--- config.mk ---
export PLATFORM = sky130hd
export DESIGN_NAME = bmxh_fifo
export DESIGN_NICKNAME = d
export VERILOG_FILES = /design/src/sv/bmxh_pkg.sv /design/src/sv/bmxh_fifo.sv
export SDC_FILE = /design/constraint.sdc
export NUM_CORES = 1
export LEC_CHECK = 0
export BUFFER_PORTS_ARGS = -buffer_cell sky130_fd_sc_hd__buf_2
export CAP_MARGIN = 5
export CORE_MARGIN = 4
export CORE_UTILIZATION = 45
export DETAILED_ROUTE_END_ITERATION = 10
export HOLD_SLACK_MARGIN = 0.12
export PLACE_DENSITY_LB_ADDON = 0.08
export SYNTH_ARGS = -nofsm -noshare
export SYNTH_HDL_FRONTEND = slang
export SYNTH_SLANG_ARGS = --single-unit
--- constraint.sdc ---
create_clock -name clk_i -period 10.5 [get_ports clk_i]
set_clock_uncertainty 0.15 [all_clocks]
set_input_delay 1.575 -clock clk_i [delete_from_list [all_inputs] [get_ports clk_i]]
set_output_delay 1.575 -clock clk_i [all_outputs]
set_load 0.02 [all_outputs]
--- src/sv/bmxh_pkg.sv ---
// Package for the block multiply-xor hash.
// Holds the block record handed from the byte gatherer to the hashing pipeline.
`timescale 1ns / 1ps

package bmxh_pkg;

  localparam int unsigned BlockBytes = 16;
  localparam int unsigned QueueDepth = 2;

  // One gathered block, ready to be folded into the accumulator.
  typedef struct packed {
    logic [63:0] t;       // bytes 0..7, little-endian
    logic [31:0] s;       // bytes 8..11 xor bytes 12..15
    logic [63:0] offset;  // byte index where the block starts
    logic [63:0] count;   // bytes seen so far, including this block
    logic        last;    // block closes the message
  } blk_t;

endpackage

--- src/sv/bmxh_fifo.sv ---
// Two-entry queue of block records between the gatherer and the hash pipeline.
// Depends on bmxh_pkg for the block record and the depth.
`timescale 1ns / 1ps

module bmxh_fifo import bmxh_pkg::*; (
  input  logic clk_i,
  input  logic rst_ni,
  input  logic push_i,
  input  blk_t push_data_i,
  output logic space_o,
  output logic valid_o,
  input  logic pop_i,
  output blk_t pop_data_o
);

  localparam int unsigned PtrW = $clog2(QueueDepth);
  localparam int unsigned CntW = $clog2(QueueDepth + 1);

  blk_t            mem_q [QueueDepth];
  logic [PtrW-1:0] wr_ptr_q, rd_ptr_q;
  logic [CntW-1:0] cnt_q;

  assign space_o    = (cnt_q != CntW'(QueueDepth));
  assign valid_o    = (cnt_q != '0);
  assign pop_data_o = mem_q[rd_ptr_q];

  always_ff @(posedge clk_i) begin
    if (push_i) begin
      mem_q[wr_ptr_q] <= push_data_i;
    end
  end

  always_ff @(posedge clk_i or negedge rst_ni) begin
    if (!rst_ni) begin
      wr_ptr_q <= '0;
      rd_ptr_q <= '0;
      cnt_q    <= '0;
    end else begin
      if (push_i) begin
        wr_ptr_q <= (wr_ptr_q == PtrW'(QueueDepth - 1)) ? '0 : wr_ptr_q + 1'b1;
      end
      if (pop_i) begin
        rd_ptr_q <= (rd_ptr_q == PtrW'(QueueDepth - 1)) ? '0 : rd_ptr_q + 1'b1;
      end
      unique case ({push_i, pop_i})
        2'b10:   cnt_q <= cnt_q + 1'b1;
        2'b01:   cnt_q <= cnt_q - 1'b1;
        default: cnt_q <= cnt_q;
      endcase
    end
  end

endmodule

==> impl_metrics.ini, run 1 <==
[timing]
finalSetupTns_ns = 0
fmax_ghz = 0.212
holdWs_ns = 0.343
worstMarginPinSlew_ns = 1.08
slew_headroom = 0.278
fin_crit_ns = 4.72
slew_violations = 0
fin_crit_sh = 0.449
rsz0062_at_grt = false
hold_viol_final = 0
finalSetupViolCount = 0

[pwr]
power_leakage_nw = 8.34
ir_worst_vdd_mv = 0.236
power_mw = 6.12
power_density_nw_per_um2 = 288

[place]
port-buffer-count = 455
place_congestion = 0.755
dp_hpwl_um = 25100

[layout]
fin_nets = 1434
multi_input_area_sq_um = 3150
syn_to_final_growth_pct = 24.9
drive_above_1_share = 0.608
final_core_util = 0.574
layout_common_cells = buf_2, edfxtp_1, mux2_4
final_common_cell = buf_2
seqCellArea_sq_um = 13600
nFillCells = 2897

[global_routing]
grt_pass1_vias = 8947
grt_overflow = 0
grt_usage = 0.175
antenna_found_initial = 18
grt_pass1_wl_um = 54200
grt_max_degree = 140

[detailed_routing]
drt_iter0_markers = 375
num_vias = 8341
dr.pass1.iters = 4
wire_per_inst_um = 21.2
drt-total-wl_um = 37100
ant_nets = 0
drc = 0
via_per_inst = 4.77

[yosys]
yosys_warnings = 0
yosys.area_share.xor_xnor = 0.00258
synth_simple_gate_area_frac = 0.00155
synth_compound_area_frac = 0
synth_nets = 946
synth-adder-area-share = 0.000736
yosysUniqueCellTypes = 14
synth_top_family_by_area = multiplexers
muxShareOfSynthArea = 0.180
syn_area_per_cell_sq_um = 23.7
ys_seq_area_frac = 0.801
netlist_area_sq_um = 17000
yosys_register_bits = 454
syn_inst = 716

[clock_network]
clock_sinks = 454
cts_tree = yes
cts_root_buffer = clkbuf_16
postCtsSetupBuffers = 0
h-tree-depth = 2
clockBufferDepth = 3
cts-hold-fix-buffers = 0
insertion_delay_ns = 0.54
cts_buffers = 47
path_clk_slew_ns = 0.06
cts_resized = 0

[critical_path]
rr_startpoint = wr_ptr_q
worstSetupPathType = flip-flop to output port
crit_fanout = 139
critPathBufInv = 2
slowest_stage = dfrtp_4
worstSetupStartpointType = flip-flop
cp-end-kind = output port
required_ns = 8.78
worstPathCellList = buf_12 -> mux2_2 -> buf_2
crit_start = rd_ptr_q
cpPeakStageDelay_ns = 0.92
arrival_ns = 2.99
cp_top_family = flip-flops

[floorplan]
die_w_um = 202
rows = 70
start_util = 0.460
die_area_sq_um = 40900
die_h_um = 202
core_sq_um = 37000
top_level_ports = 456

[outcome]
status = complete, no violations

[job]
max_cap_viol_count = 0

[hold_path]
hp-class = flip-flop to flip-flop
worstHoldStart = cnt_q[1]
-- layout make-up --
class	count	share of cell area
well taps	504	0.0297
inverters	1	0.000177
clock inverters	21	0.00802
repair buffers	464	0.111
diodes	8	0.000943
clock buffers	62	0.0601
multi-input cells	236	0.148
flip-flops and latches	454	0.642
-- worst register-to-register path: stages, from the launching register on --
cell	delay (ns)
dfrtp_1	0.42
nor2_4	0.13
buf_4	0.54
buf_4	0.97
-- where the power goes --
part	internal, mW	leakage, nW	total (mW)	switching [mW]
registers	2.41	4.27	2.52	0.117
logic	0.849	3.37	2.04	1.19
clock network	0.922	0.705	1.56	0.633
total	4.18	8.34	6.12	1.94
-- metrics by stage --
step	worst slack (ns)	instance area, sq um	instances
global route	5.65	21200	1747
finish	5.78	21200	1750
detailed placement	6.35	19800	1659
CTS	5.73	21200	1742
floorplan	2.42	17000	716
global placement	6.35	19800	1659
-- layer usage --
layer	up-vias	global-route usage	routed length, um
met5	-	0	146
met3	77	0.0812	3910
met2	307	0.290	18100
li1	3845	-	-
met1	4088	0.201	13800
met4	24	0.0626	1070
-- final timing paths --
path                                   to  slack [ns]  cells past startpoint
max reg2reg                 mem_q[0][145]        7.85                      3
min                              cnt_q[1]        0.34                      1
max                        pop_data_o[37]        5.78                      3
min reg2reg                      cnt_q[1]        0.34                      1
min in group asynchronous        rd_ptr_q        0.68                      1
max in group asynchronous        rd_ptr_q        9.38                      1
-- synthesized netlist by cell type --
cell / count / area (sq um)
buf_6: 17 / 191
buf_2: 8 / 40.0
dfrtp_1: 4 / 100
xor2_1: 3 / 26.3
mux2_4: 140 / 2100
ha_1: 1 / 12.5
edfxtp_1: 450 / 13500
and2_1: 1 / 6.26
inv_1: 1 / 3.75
mux2_2: 85 / 957
nor2_1: 2 / 7.51
xnor2_1: 2 / 17.5
nand2b_1: 1 / 6.26
or2_2: 1 / 6.26
-- flip-flops by register name, summed over array words and instances (netlist names) --
signal / flops
rd_ptr_q: 1
wr_ptr_q: 1
cnt_q: 2
mem_q: 450
-- cells by family (layout without fill, tap and decap cells) --
group | after synthesis | after routing
adder cells (fa/ha/maj) | 1 | 1
other | 0 | 8
XOR/XNOR | 5 | 5
multiplexers | 225 | 225
buffers and inverters | 26 | 548
AND/OR/NAND/NOR | 5 | 5
flip-flops | 454 | 454
(Power assumes the default switching activity.)
==> run 2, diff against run 1 <==
- ABC_AREA: not set -> 1
- clock period: 10.5 -> 3.8 ns (I/O delays scaled with it)
==> run 2 against run 1 <==
Combinational power grew to 2.8 times the previous value. Via count grew 33%. Hold slack lost 0.14 ns. Global-route usage grew 1.6 points. Critical endpoint is now pop_data_o[30]. Synthesized cell count grew 67%. Largest cell class unchanged. Final cell count increased by 40%. Die area grew 0.14%. First-iteration DRC count grew 66%. Clock-buffer cell count increased by 9. Sequential power rose to 2.8 times the previous value.
==> impl_metrics.ini, run 2 <==
[critical_path]
worstSetupStartpointType = flip-flop
required_ns = 3.08
crit_fanout = 95
cp-end-kind = output port
arrival_ns = 2.38
worstSetupPathType = flip-flop to output port
reg2reg_slack_ns = 1.80

[pwr]
power_leakage_nw = 9.96
power_mw = 17.1
p_int_mw = 10.9
swShare = 0.360
seq_power_share = 0.408
power_density_nw_per_um2 = 726
p_clk_frac = 0.253
ir_worst_vdd_mv = 0.504
power.switching_mw = 6.15
comb_power_share = 0.339

[yosys]
syn_inst = 1199
async_reset_ff_frac = 0.00881
synthFlopType = edfxtp_1
yosysUniqueCellTypes = 16
ys_seq_area_frac = 0.800
synth_area_leaders = edfxtp_1, o21ai_0, nand2_1, inv_1, buf_6
netlist_top_cells_count = edfxtp_1, nand2_1, inv_1
yosysTopAreaCellShare = 0.794
netlist_area_sq_um = 17000
syn_area_per_cell_sq_um = 14.2
synth_nets = 1429
yosys_register_bits = 454
yosysMostFrequentCell = edfxtp_1
yosys_warnings = 0
synth_edf_count = 450
synth_top_area_cell = edfxtp_1

[layout]
syn_to_final_growth_pct = 38.0
fin_cells = 2444
largest_reg_flops = 450
layout_common_cells = buf_2, edfxtp_1, nand2_1
fin_nets = 2132
seqCellArea_sq_um = 13600
final_common_cell = buf_2
final_area_sq_um = 23500
reg_top3 = mem_q (450), cnt_q (2)
nFillCells = 2918
drive_above_1_share = 0.278
top_register = mem_q
final_core_util = 0.636
multi_input_area_sq_um = 2070

[detailed_routing]
drt_iter0_markers = 622
drc = 0
wire_per_inst_um = 16.5
drt-total-wl_um = 40400
dr.pass1.iters = 5
via_per_inst = 4.52
num_vias = 11100
ant_nets = 0

[global_routing]
grt_pass1_wl_um = 61300
grt_pass1_vias = 11300
grt_overflow = 0
antenna_found_initial = 4
grt_max_degree = 119
grt_usage = 0.191

[place]
port-buffer-count = 455
place_worst_setup_slack_ns = 1.23
dp_hpwl_um = 26600
place_congestion = 0.787
placed_cell_area_sq_um = 19800
placedCellCount = 2130

[job]
max_cap_viol_count = 0

[clock_network]
cts_tree = yes
cts_buffers = 47
path_clk_slew_ns = 0.06
clockBufferDepth = 3
clock_sinks = 454
insertion_delay_ns = 0.55
h-tree-depth = 2
cts_root_buffer = clkbuf_16
postCtsSetupBuffers = 0

[timing]
finalSetupViolCount = 0
holdWs_ns = 0.207
rsz0062_at_grt = false
worstMarginPinSlew_ns = 0.770
fin_ws_ns = 0.701
hold_viol_final = 0
fin_crit_sh = 0.815
slew_headroom = 0.485
finalSetupTns_ns = 0
fin_crit_ns = 3.10
slew_violations = 0
fmax_ghz = 0.323

[floorplan]
top_level_ports = 456
core_sq_um = 37000
die_h_um = 202
start_util = 0.460
die_w_um = 202
rows = 70
die_area_sq_um = 41000

[hold_path]
hp-class = input pin to async pin

[outcome]
status = complete, no violations
run 2: cell count changes after synthesis, sizes merged, moves of 6 or more:
cell | before | now
nand2 | 0 | 232
inv | 1 | 231
mux2 | 225 | 0
o21ai | 0 | 225
buf | 25 | 44
clkbuf | 0 | 6
run 2: cell type report:
cell class | count | area share
diodes | 5 | 0.000533
clock buffers | 71 | 0.0574
repair buffers | 704 | 0.206
inverters | 231 | 0.0376
flip-flops and latches | 454 | 0.580
clock inverters | 11 | 0.00405
multi-input cells | 464 | 0.0883
well taps | 504 | 0.0268
run 2: timing repair:
| action | in CTS | in global routing |
|---|---|---|
| resized for setup | 0 | 0 |
| hold buffers | 227 | 0 |
| hold endpoints to repair | 455 | 0 |
run 2: worst paths after layout:
check	cells after the start	from	to
min in group clk_i	2	push_i	wr_ptr_q
max in group asynchronous	2	rst_ni	rd_ptr_q
hold / removal	2	rst_ni	cnt_q[1]
hold reg to reg	2	cnt_q[1]	cnt_q[1]
setup reg to reg	2	wr_ptr_q	mem_q[0][94]
setup / recovery	4	rd_ptr_q	pop_data_o[30]
run 2: cell families after synthesis:
kind of cell             Yosys count  share of synthesized area
AO/OA/AOI/OAI                    225                     0.0662
XOR/XNOR                           3                    0.00154
adder cells (fa/ha/maj)            1                   0.000735
buffers and inverters            281                     0.0794
flip-flops                       454                      0.800
AND/OR/NAND/NOR                  235                     0.0521
run 2: power by group through the flow:
stage                     Sequential (mW)  Clock [mW]  Combinational [mW]
final                                6.96        4.31                5.79
after global routing                 7.05        4.65                6.31
after CTS                            6.97        4.44                5.89
after detailed placement             7.07           0                5.67
after global placement               7.04           0                5.65
after floorplan                      7.04           0                3.83
run 2: per-layer routing:
layer  GRT usage  part of all wire
met5           0                 0
met4      0.0832             0.037
met2       0.319              0.49
met1       0.229              0.39
met3      0.0615             0.087
run 2: critical path, stage by stage (launching register included):
cell and delay (ns):
dfrtp_4 0.88, buf_12 0.39, nand2_1 0.08, o21ai_0 0.18, buf_2 0.25
