==> src/sv/bmxh_pkg.sv <==
// Package for the block multiply-xor hash.
// Holds the block record handed from the byte gatherer to the hashing pipeline.
`timescale 1ns / 1ps

package bmxh_pkg;

  localparam int unsigned BlockBytes = 16;
  localparam int unsigned QueueDepth = 2;

  // One gathered block, ready to be folded into the accumulator.
  typedef struct packed {
    logic [63:0] t;       // bytes 0..7, little-endian
    logic [31:0] s;       // bytes 8..11 xor bytes 12..15
    logic [63:0] offset;  // byte index where the block starts
    logic [63:0] count;   // bytes seen so far, including this block
    logic        last;    // block closes the message
  } blk_t;

endpackage

==> src/sv/bmxh_front.sv <==
// Byte gatherer: assembles message bytes into zero-padded 16-byte blocks.
// Depends on bmxh_pkg for the block record.
`timescale 1ns / 1ps

module bmxh_front import bmxh_pkg::*; (
  input  logic       clk_i,
  input  logic       rst_ni,
  input  logic       in_valid_i,
  output logic       in_ready_o,
  input  logic [7:0] in_data_i,
  input  logic       in_last_i,
  input  logic       space_i,
  output logic       push_o,
  output blk_t       blk_o
);

  logic [15:0][7:0] buf_q, buf_next;
  logic [3:0]       pos_q;
  logic [63:0]      count_q;
  logic [63:0]      start_q;
  logic             accept;
  logic             done;

  assign in_ready_o = space_i;
  assign accept     = in_valid_i && space_i;
  assign done       = (pos_q == 4'hF) || in_last_i;

  always_comb begin
    buf_next        = buf_q;
    buf_next[pos_q] = in_data_i;
  end

  assign push_o        = accept && done;
  assign blk_o.t       = buf_next[7:0];
  assign blk_o.s       = buf_next[11:8] ^ buf_next[15:12];
  assign blk_o.offset  = start_q;
  assign blk_o.count   = count_q + 64'd1;
  assign blk_o.last    = in_last_i;

  always_ff @(posedge clk_i or negedge rst_ni) begin
    if (!rst_ni) begin
      buf_q   <= '0;
      pos_q   <= '0;
      count_q <= '0;
      start_q <= '0;
    end else if (accept) begin
      // The buffer is cleared after every block so a short final block reads zero-padded.
      buf_q <= done ? '0 : buf_next;
      if (in_last_i) begin
        pos_q   <= '0;
        count_q <= '0;
        start_q <= '0;
      end else begin
        pos_q   <= pos_q + 4'd1;
        count_q <= count_q + 64'd1;
        if (pos_q == 4'hF) begin
          start_q <= count_q + 64'd1;
        end
      end
    end
  end

endmodule

==> config.mk <==
export PLATFORM = sky130hd
export DESIGN_NAME = bmxh_front
export DESIGN_NICKNAME = d
export VERILOG_FILES = /design/src/sv/bmxh_pkg.sv /design/src/sv/bmxh_front.sv
export SDC_FILE = /design/constraint.sdc
export NUM_CORES = 1
export LEC_CHECK = 0
export BUFFER_PORTS_ARGS = -buffer_cell sky130_fd_sc_hd__buf_2
export CAP_MARGIN = 20
export CORE_UTILIZATION = 35
export DETAILED_ROUTE_END_ITERATION = 12
export PLACE_DENSITY = 0.66
export SLEW_MARGIN = 15
export SYNTH_ARGS = -nofsm -noshare
export SYNTH_HDL_FRONTEND = slang
export SYNTH_SLANG_ARGS = --single-unit
==> constraint.sdc <==
create_clock -name clk_i -period 6 [get_ports clk_i]
set_input_delay 0.6 -clock clk_i [delete_from_list [all_inputs] [get_ports clk_i]]
set_output_delay 0.6 -clock clk_i [all_outputs]
set_load 0.01 [all_outputs]
==> results of run 1 <==
[worst paths after layout]
| path | to | slack (ns) |
|---|---|---|
| setup / recovery | blk_o[51] | 1.99 |
| hold / removal | buf_q[73] | 0.11 |
| setup reg to reg | start_q[60] | 2.87 |
| hold reg to reg | start_q[14] | 0.47 |
| max in group asynchronous | start_q[11] | 4.47 |
| min in group clk_i | start_q[14] | 0.47 |
[power breakdown]
part / total, W / internal (W) / switching, W / leakage (nW)
clock network: 0.00208 / 0.00129 / 0.000798 / 0.564
logic: 0.000737 / 0.000292 / 0.000445 / 4.42
registers: 0.00198 / 0.00185 / 0.000132 / 3.54
total: 0.00480 / 0.00342 / 0.00138 / 8.52
[routing by layer]
layer / vias up / part of all wire [%] / track usage, %
met5: - / 0.029 / 0
met4: 2 / 3.2 / 7.99
met3: 94 / 6.6 / 4.67
met2: 452 / 44 / 30.8
met1: 6218 / 46 / 30.0
li1: 5584 / - / -
[kinds of logic (layout without fill, tap and decap cells)]
group	Yosys count	count (layout)
buf+inv	165	330
compound gates	336	336
mux	99	99
other cells	0	1
simple gates	463	463
xor+xnor	126	126
fa+ha+maj	5	5
flops	260	260
[placed cells by master (no fill, tap or decap), types with 19 or more instances in the layout]
cell,Yosys,final
mux2_2,66,66
buf_2,19,239
o31ai_1,25,25
inv_1,21,21
nand3_1,67,67
a22o_1,156,156
and3_1,26,26
nor2_1,45,43
o21ai_0,82,82
nor4_1,19,19
and2_1,22,22
xor2_1,95,95
nand2_1,156,155
or4_1,19,19
xnor2_1,31,31
clkbuf_16,0,37
mux2i_1,33,33
dfrtp_1,260,259
nand4_1,30,30
[sequential cells by signal, indices dropped and copies added (netlist names)]
signal   cells
pos_q        4
start_q     64
count_q     64
buf_q      128
[critical path: cells and delay by family (launching register included)]
family,cells,cell delay [ns]
XOR/XNOR,1,0.48
buffers and inverters,1,0.19
flip-flops,1,0.50
AND/OR/NAND/NOR,3,1.70
[area by class of cell]
cell class | instances | area [um^2]
sequential | 260 | 6510
antenna | 1 | 2.50
multi-input combinational | 1029 | 7350
clock buffer | 49 | 1040
tap | 532 | 666
timing repair buffer | 250 | 1310
clock inverter | 9 | 97.6
fill | 3963 | 23800
inverter | 22 | 82.6
[through the flow]
| stage | hold WS (ns) | total power (W) | instances | utilization, % |
|---|---|---|---|---|
| detailed placement | 0.465 | 0.00274 | 2093 | 39.0 |
| CTS | 0.160 | 0.00485 | 2151 | 41.8 |
| finish | 0.109 | 0.00480 | 2152 | 41.8 |
| global route | 0.186 | 0.00500 | 2151 | 41.8 |
| floorplan | 0.304 | 0.00244 | 1454 | - |
| global placement | 0.460 | 0.00273 | 2092 | 39.0 |
==> results.ini, run 1 <==
[logic_synthesis]
yosysTopAreaCellShare_pct = 44.9
synth-async-reset-ratio_pct = 100
synthTopCellsByCount = 260 x dfrtp_1, 156 x a22o_1, 156 x nand2_1, 95 x xor2_1, 86 x clkbuf_1
yosys_most_used_dff = dfrtp_1
muxShareOfSynthArea_pct = 7.41
yosys.area.top_type = dfrtp_1
yosys.area_share.adder_pct = 0.432
synth_top_family_by_area = simple AND/OR/NAND/NOR gates
ys_seq_elements = 260
synth_compound_area_share_pct = 17.3
syn_nets = 1472
synth_edf_count = 0
synth-seq-area-share_pct = 44.9
postSynthAreaPerCell_um2 = 9.97
ys_types = 67
yosysWarnings = 0
synth_area_leaders = dfrtp_1 45%, a22o_1 9.4%, xor2_1 5.7%
synthSimpleGateAreaFrac_pct = 17.8
synthCells = 1454
syn_area_mm2 = 0.0145
synth_xor_area_share_pct = 7.62
synth_most_common_cell = dfrtp_1

[sta]
fmax_ghz = 0.249
max_slew_margin_pct = 31.1
finalWorstSetupSlack_ns = 1.99
period_share_pct = 66.9
tightest_slew_ns = 1.03
setup_violations = 0
maxSlewViolCount = 0
tns_ns = 0
rsz0062_at_grt = false
finalHoldViolCount = 0
fin_crit_ns = 4.01
skew_ns = 0.0202

[grt]
grt_pass1_vias = 11779
grt_first_pass_wirelength_um = 69400
grt_max_degree = 154
antenna_found_initial = 2
grt_usage_pct = 21.0
grt_overflow = 0

[detailed_routing]
via_per_inst = 5.74
first_iter_violations = 1188
ant_nets = 0
wl_per_cell_um = 20.9
dr.pass1.iters = 6
drcViolationCount = 0
vias = 12350
drt-total-wl_um = 45000

[clock_tree]
cts_buffers = 34
cts_root_buf = clkbuf_16
clk_pin_slew_worst_paths_ns = 0.05
hold_buffers = 0
post_cts_buffers = 0
htree_levels = 2
cts.repair.resized = 0
clkSinkCount = 260
clk_latency_ns = 0.55
cts_buffer_depth = 3
cts_tree = yes

[worst_setup_path]
endpoint_kind = primary output
cp_cell_sequence = nand4_2, nor3_2, nand4_1, xnor2_1, buf_2
cp.required_ns = 5.40
crit_path_start_kind = register
critical-path-slowest-cell = nand4_1
r2r_start = count_q[9]
worstPathMaxFanout = 18
critPathKind = reg -> out
reg2regPathDepth = 5
critical-path-max-stage-delay_ns = 0.78
critPathArrivalTime_ns = 3.41
crit_path_start = count_q[9]

[job]
drv_cap = 0

[floorplanning]
start_util_pct = 35.5
die_w_um = 205
die_y_um = 205
design.die.area_mm2 = 0.0422
row_count = 74
ios = 240
core_region_area_mm2 = 0.0408

[final_layout]
design_area_mm2 = 0.0171
finalNetCount = 1615
areaGrowthSynthToFinish_pct = 17.7
layout-drive-gt1-share_pct = 24.8

[placed_design]
hpwl_um = 29600
port_buffers = 239
place_ws_ns = 2.62
gp_congestion = 0.886
place_area_mm2 = 0.0159

[hold_path]
min_path_type = in -> async

[power]
power.density_mw_per_mm2 = 281
p_leak_nw = 8.52
ir_drop_v = 0.000180

[run_status]
status = finished, final reports clean

Note: power is estimated with default switching activity, not from simulation.
==> run 2, diff against run 1 <==
- ABC_AREA: default -> 1
- clock period: 6 -> 4.1 ns (I/O delays scaled with it)
==> run 2 against run 1 <==
Compared with the run above: total power is 32% higher; via count is 1.0% lower; synthesized cell count is 14% higher; combinational power is 18% higher; non-clock buffer count stayed put; global-route usage is 0.29 points lower; first-iteration DRC count is 21% lower; critical path type unchanged; largest power group is now sequential cells; highest routed layer is now met4.
==> results.ini, run 2 <==
[sta]
fin_crit_ns = 3.18
timing.hold.ws_ns = 0.218
finalHoldViolCount = 0
max_slew_margin_pct = 30.9
period_share_pct = 77.5
rsz0062_at_grt = false
tightest_slew_ns = 1.04
fmax_ghz = 0.315
maxSlewViolCount = 0
setup_violations = 0
skew_ns = 0.00864
tns_ns = 0

[detailed_routing]
drt-total-wl_um = 41000
ant_nets = 0
first_iter_violations = 940
via_per_inst = 5.14
vias = 12221
dr.pass1.iters = 5
drcViolationCount = 0
wl_per_cell_um = 17.3

[clock_tree]
cts.repair.resized = 0
hold_buffers = 1
htree_levels = 1
cts_buffer_depth = 3
cts_buffers = 29
clk_latency_ns = 0.57
post_cts_buffers = 0
clkSinkCount = 260
cts_root_buf = clkbuf_16
clk_pin_slew_worst_paths_ns = 0.06
cts_tree = yes

[final_layout]
layout_commonest_cell = nand2_1
largest_reg_flops = 128
top_regs = buf_q: 128 flops, count_q: 64 flops, start_q: 64 flops
fin_util_pct = 42.4
n_antenna_cell = 0
max_flop_register = buf_q
areaGrowthSynthToFinish_pct = 18.8
design_area_mm2 = 0.0160
finalNetCount = 1861
layout-drive-gt1-share_pct = 18.5
layout_common_cells = 570 x nand2_1, 260 x dfrtp_1, 238 x buf_2

[placed_design]
gp_congestion = 0.957
place_area_mm2 = 0.0150
port_buffers = 239
hpwl_um = 28000

[floorplanning]
die_w_um = 198
ios = 240
die_y_um = 198
row_count = 71
core_region_area_mm2 = 0.0378
start_util_pct = 35.7
design.die.area_mm2 = 0.0393

[logic_synthesis]
yosysWarnings = 0
ys_seq_elements = 260
yosys.area.top_type = dfrtp_1
synth-async-reset-ratio_pct = 100
postSynthAreaPerCell_um2 = 8.15
yosysTopAreaCellShare_pct = 48.2
synth_edf_count = 0
ys_types = 30
synth_most_common_cell = nand2_1
synthCells = 1656
syn_area_mm2 = 0.0135
synth-seq-area-share_pct = 48.2
syn_nets = 1674
synth_area_leaders = dfrtp_1 48%, nand2_1 16%, a32o_1 8.9%
yosys_most_used_dff = dfrtp_1
synthTopCellsByCount = 572 x nand2_1, 260 x dfrtp_1, 150 x o21ai_0, 126 x nor2_1, 120 x a32o_1

[worst_setup_path]
rrSetupSlack_ns = 1.67
rr_endpoint = buf_q[17]
worstPathMaxFanout = 16
critPathKind = reg -> out
endpoint_kind = primary output
crit_path_start_kind = register
critPathArrivalTime_ns = 2.77
cp.required_ns = 3.69
r2r_start = pos_q[1]
reg2regPathDepth = 4

[grt]
grt_overflow = 0
grt_first_pass_wirelength_um = 64100
grt_usage_pct = 20.7
grt_pass1_vias = 11602
antenna_found_initial = 0
grt_max_degree = 119

[power]
p_leak_nw = 7.99
ir_drop_v = 0.000276
power.density_mw_per_mm2 = 394

[hold_path]
min_path_type = in -> reg
hold_end = start_q[2]
holdPathStages = 2
min-delay-start = in_last_i

[job]
drv_cap = 0

[run_status]
status = finished, final reports clean

==> run 2: through the flow <==
| step | std cells | power, W | setup slack (ns) |
|---|---|---|---|
| finish | 2376 | 0.00632 | 0.921 |
| global route | 2376 | 0.00658 | 0.724 |
| detailed placement | 2321 | 0.00369 | 1.21 |
| floorplan | 1656 | 0.00331 | 2.17 |
| global placement | 2321 | 0.00367 | 1.29 |
| CTS | 2375 | 0.00639 | 0.971 |
==> run 2: how the worst max path moves through the flow <==
stage                   from           to  cells past startpoint
global placement    pos_q[1]  start_q[12]                      7
finish              pos_q[0]   blk_o[133]                      6
detailed placement  pos_q[1]  start_q[11]                      7
global route        pos_q[0]   blk_o[134]                      6
CTS                 pos_q[0]   blk_o[133]                      6
floorplan           pos_q[0]   blk_o[136]                      6
==> run 2: cell type report <==
type / instances / area (um^2)
Fill cell: 3781 / 21800
Inverter: 113 / 424
Clock inverter: 16 / 176
Sequential cell: 260 / 6510
Tap cell: 511 / 639
Multi-Input combinational cell: 1189 / 6150
Clock buffer: 37 / 796
Timing Repair Buffer: 250 / 1340
==> run 2: kinds of logic after synthesis <==
kind of cell | share of synthesized area [%]
AND/OR/NAND/NOR | 23.9
buffers and inverters | 6.39
adder cells (fa/ha/maj) | 0.464
flip-flops | 48.2
XOR/XNOR | 4.15
AO/OA/AOI/OAI | 16.9
==> run 2: report_power, final <==
group,internal [W],switching [W],total [W],leakage (nW)
clock,0.00156,0.00112,0.00268,0.470
combinational,0.000278,0.000588,0.000866,3.93
sequential,0.00270,0.0000811,0.00278,3.60
total,0.00454,0.00179,0.00632,7.99
==> run 2: layer usage <==
metal  vias to the layer above  part of all wire [%]  GRT usage, %
met4                         0                   3.3          7.98
met5                         -                     0             0
met1                      5864                    44          27.9
met2                       404                    46          33.2
li1                       5867                     -             -
met3                        86                   6.8          3.63
==> run 2: worst max-delay path, stage by stage, from the launching register on <==
cell and delay [ns]:
dfrtp_1 0.40, inv_1 0.13, ha_1 0.26, nand3_1 0.50, o21ai_0 0.47, xor2_1 0.26
buf_2 0.17
==> run 3, diff against run 2 <==
- clock period: 4.1 -> 3.2 ns (I/O delays scaled with it)
==> run 3 against run 2 <==
Compared with the run above: critical path depth did not move; hold slack got worse by 0.081 ns; clock power rose by 27%; clock-buffer cell count rose by 2; clock skew rose by 0.0026 ns; highest routed layer unchanged; largest power group unchanged; register-to-register slack got worse by 0.58 ns; combinational power rose by 28%; utilization rose by 0.27 points; critical endpoint is now blk_o[138]; largest cell class unchanged; total power rose by 28%; setup slack got worse by 0.68 ns; final area rose by 0.64%; die area did not move.
==> results.ini, run 3 (synthesis gave the netlist of run 2 again) <==
[clock_tree]
cts_tree = yes
cts_buffers = 30
cts_buffer_depth = 3
post_cts_buffers = 0
htree_levels = 1
clk_latency_ns = 0.57
clkSinkCount = 260
cts_root_buf = clkbuf_16
clk_pin_slew_worst_paths_ns = 0.06

[power]
p_seq_share_pct = 44.0
p_int_w = 0.00582
p_leak_nw = 8.06
pwr-share-comb_pct = 13.7
power_frac_clock_pct = 42.2
power.density_mw_per_mm2 = 501
switching_power_w = 0.00226
power_w = 0.00808
ir_drop_v = 0.000440
switching_share_pct = 27.9

[worst_setup_path]
critPathTopFamily = compound AO/OA/AOI/OAI gates
cp.buffers_inverters = 2
critical-path-max-stage-delay_ns = 0.45
reg2regPathDepth = 4
endpoint_kind = primary output
critPathKind = reg -> out
cp_cell_sequence = inv_1, ha_1, nand3_1, o21ai_0, xor2_1, buf_2
crit_path_start_kind = register
rrSetupSlack_ns = 1.09
critical-path-slowest-cell = o21ai_0
critPathArrivalTime_ns = 2.64
rr_endpoint = buf_q[59]
worstPathMaxFanout = 16
cp.required_ns = 2.88
r2r_start = pos_q[1]

[final_layout]
layout_commonest_cell = nand2_1
n_antenna_cell = 0
areaGrowthSynthToFinish_pct = 19.6
layout_common_cells = 570 x nand2_1, 260 x dfrtp_1, 238 x buf_2
finalNetCount = 1871
max_flop_register = buf_q
largest_reg_flops = 128
top_regs = buf_q: 128 flops, count_q: 64 flops, start_q: 64 flops
design_area_mm2 = 0.0161
layout-drive-gt1-share_pct = 18.9

[sta]
tightest_slew_ns = 0.936
maxSlewViolCount = 0
timing.hold.ws_ns = 0.137
fmax_ghz = 0.338
tns_ns = 0
period_share_pct = 92.5
skew_ns = 0.0112
finalHoldViolCount = 0
fin_crit_ns = 2.96
setup_violations = 0
rsz0062_at_grt = true
max_slew_margin_pct = 37.6

[detailed_routing]
first_iter_violations = 1087
vias = 12216
wl_per_cell_um = 17.0
drcViolationCount = 0
ant_nets = 0
via_per_inst = 5.12
dr.pass1.iters = 5
drt-total-wl_um = 40600

[grt]
grt_usage_pct = 20.7
antenna_found_initial = 0
grt-busiest-layer = met2
grt_util_met2_pct = 33.2
grt_pass1_vias = 11490
grt_first_pass_wirelength_um = 64000
grt_max_degree = 167
grt_overflow = 0
use_met1_pct = 27.6
grtUsageMet3_pct = 4.33

[placed_design]
hpwl_um = 27700
port_buffers = 239
gp_congestion = 0.928
place_area_mm2 = 0.0151

[floorplanning]
die_w_um = 198
die_y_um = 198
design.die.area_mm2 = 0.0393
core_region_area_mm2 = 0.0378
ios = 240
row_count = 71
start_util_pct = 35.7

[hold_path]
min-delay-start = in_last_i
holdPathStages = 2
min_path_type = in -> reg
hold_end = start_q[2]

[run_status]
status = finished, final reports clean

[job]
drv_cap = 0

## run 3: changes by cell type in the layout (fill, tap and decap cells not counted)
| cell | before | now |
|---|---|---|
| buf_12 | 4 | 6 |
| buf_4 | 6 | 13 |
| bufinv_16 | 3 | 2 |
| clkbuf_16 | 29 | 31 |
| clkinv_2 | 6 | 8 |
| clkinvlp_4 | 4 | 3 |
| inv_6 | 2 | 0 |
| nand3_1 | 33 | 32 |
| nand3_2 | 0 | 1 |
## run 3: final cells by class
cell class / instances / area [um^2]
multi-input combinational: 1189 / 6150
clock inverter: 14 / 131
tap: 511 / 639
sequential: 260 / 6510
clock buffer: 39 / 846
timing repair buffer: 259 / 1430
inverter: 113 / 424
fill: 3821 / 21700
## run 3: layer usage
layer	up-vias	routed length [um]
met5	-	0
met4	0	1140
met3	64	2850
met2	376	18900
met1	5900	17700
li1	5876	-
## run 3: worst max-delay path by stage
stage | from | to | slack, ns | cells after the start
2_1_floorplan | pos_q[0] | blk_o[136] | 1.36 | 6
3_3_place_gp | pos_q[2] | start_q[14] | 0.73 | 8
3_5_place_dp | pos_q[1] | start_q[10] | 0.62 | 7
4_1_cts | pos_q[1] | blk_o[159] | 0.20 | 5
5_1_grt | pos_q[0] | blk_o[130] | -0.01 | 6
6_report | pos_q[1] | blk_o[138] | 0.24 | 6
## run 3: what timing repair did
item / 4_1_cts / 5_1_grt
endpoints found under the hold margin: 83 / 0
gates resized for setup: 0 / 1
setup endpoints to repair: 0 / 3
hold buffers: 1 / 0
## run 3: power groups by stage
stage / Clock [W] / Combinational [W] / Sequential (W)
after floorplan: 0 / 0.000617 / 0.00362
after global placement: 0 / 0.00110 / 0.00361
after detailed placement: 0 / 0.00112 / 0.00362
after CTS: 0.00347 / 0.00112 / 0.00356
after global routing: 0.00360 / 0.00123 / 0.00358
final: 0.00341 / 0.00111 / 0.00356
## run 3: metrics by stage
step	setup slack, ns	cells	util, %
6_report	0.241	2385	42.6
4_1_cts	0.203	2384	42.6
5_1_grt	-0.00959	2385	42.6
2_1_floorplan	1.36	1656	-
3_5_place_dp	0.618	2330	40.0
3_3_place_gp	0.734	2330	40.0
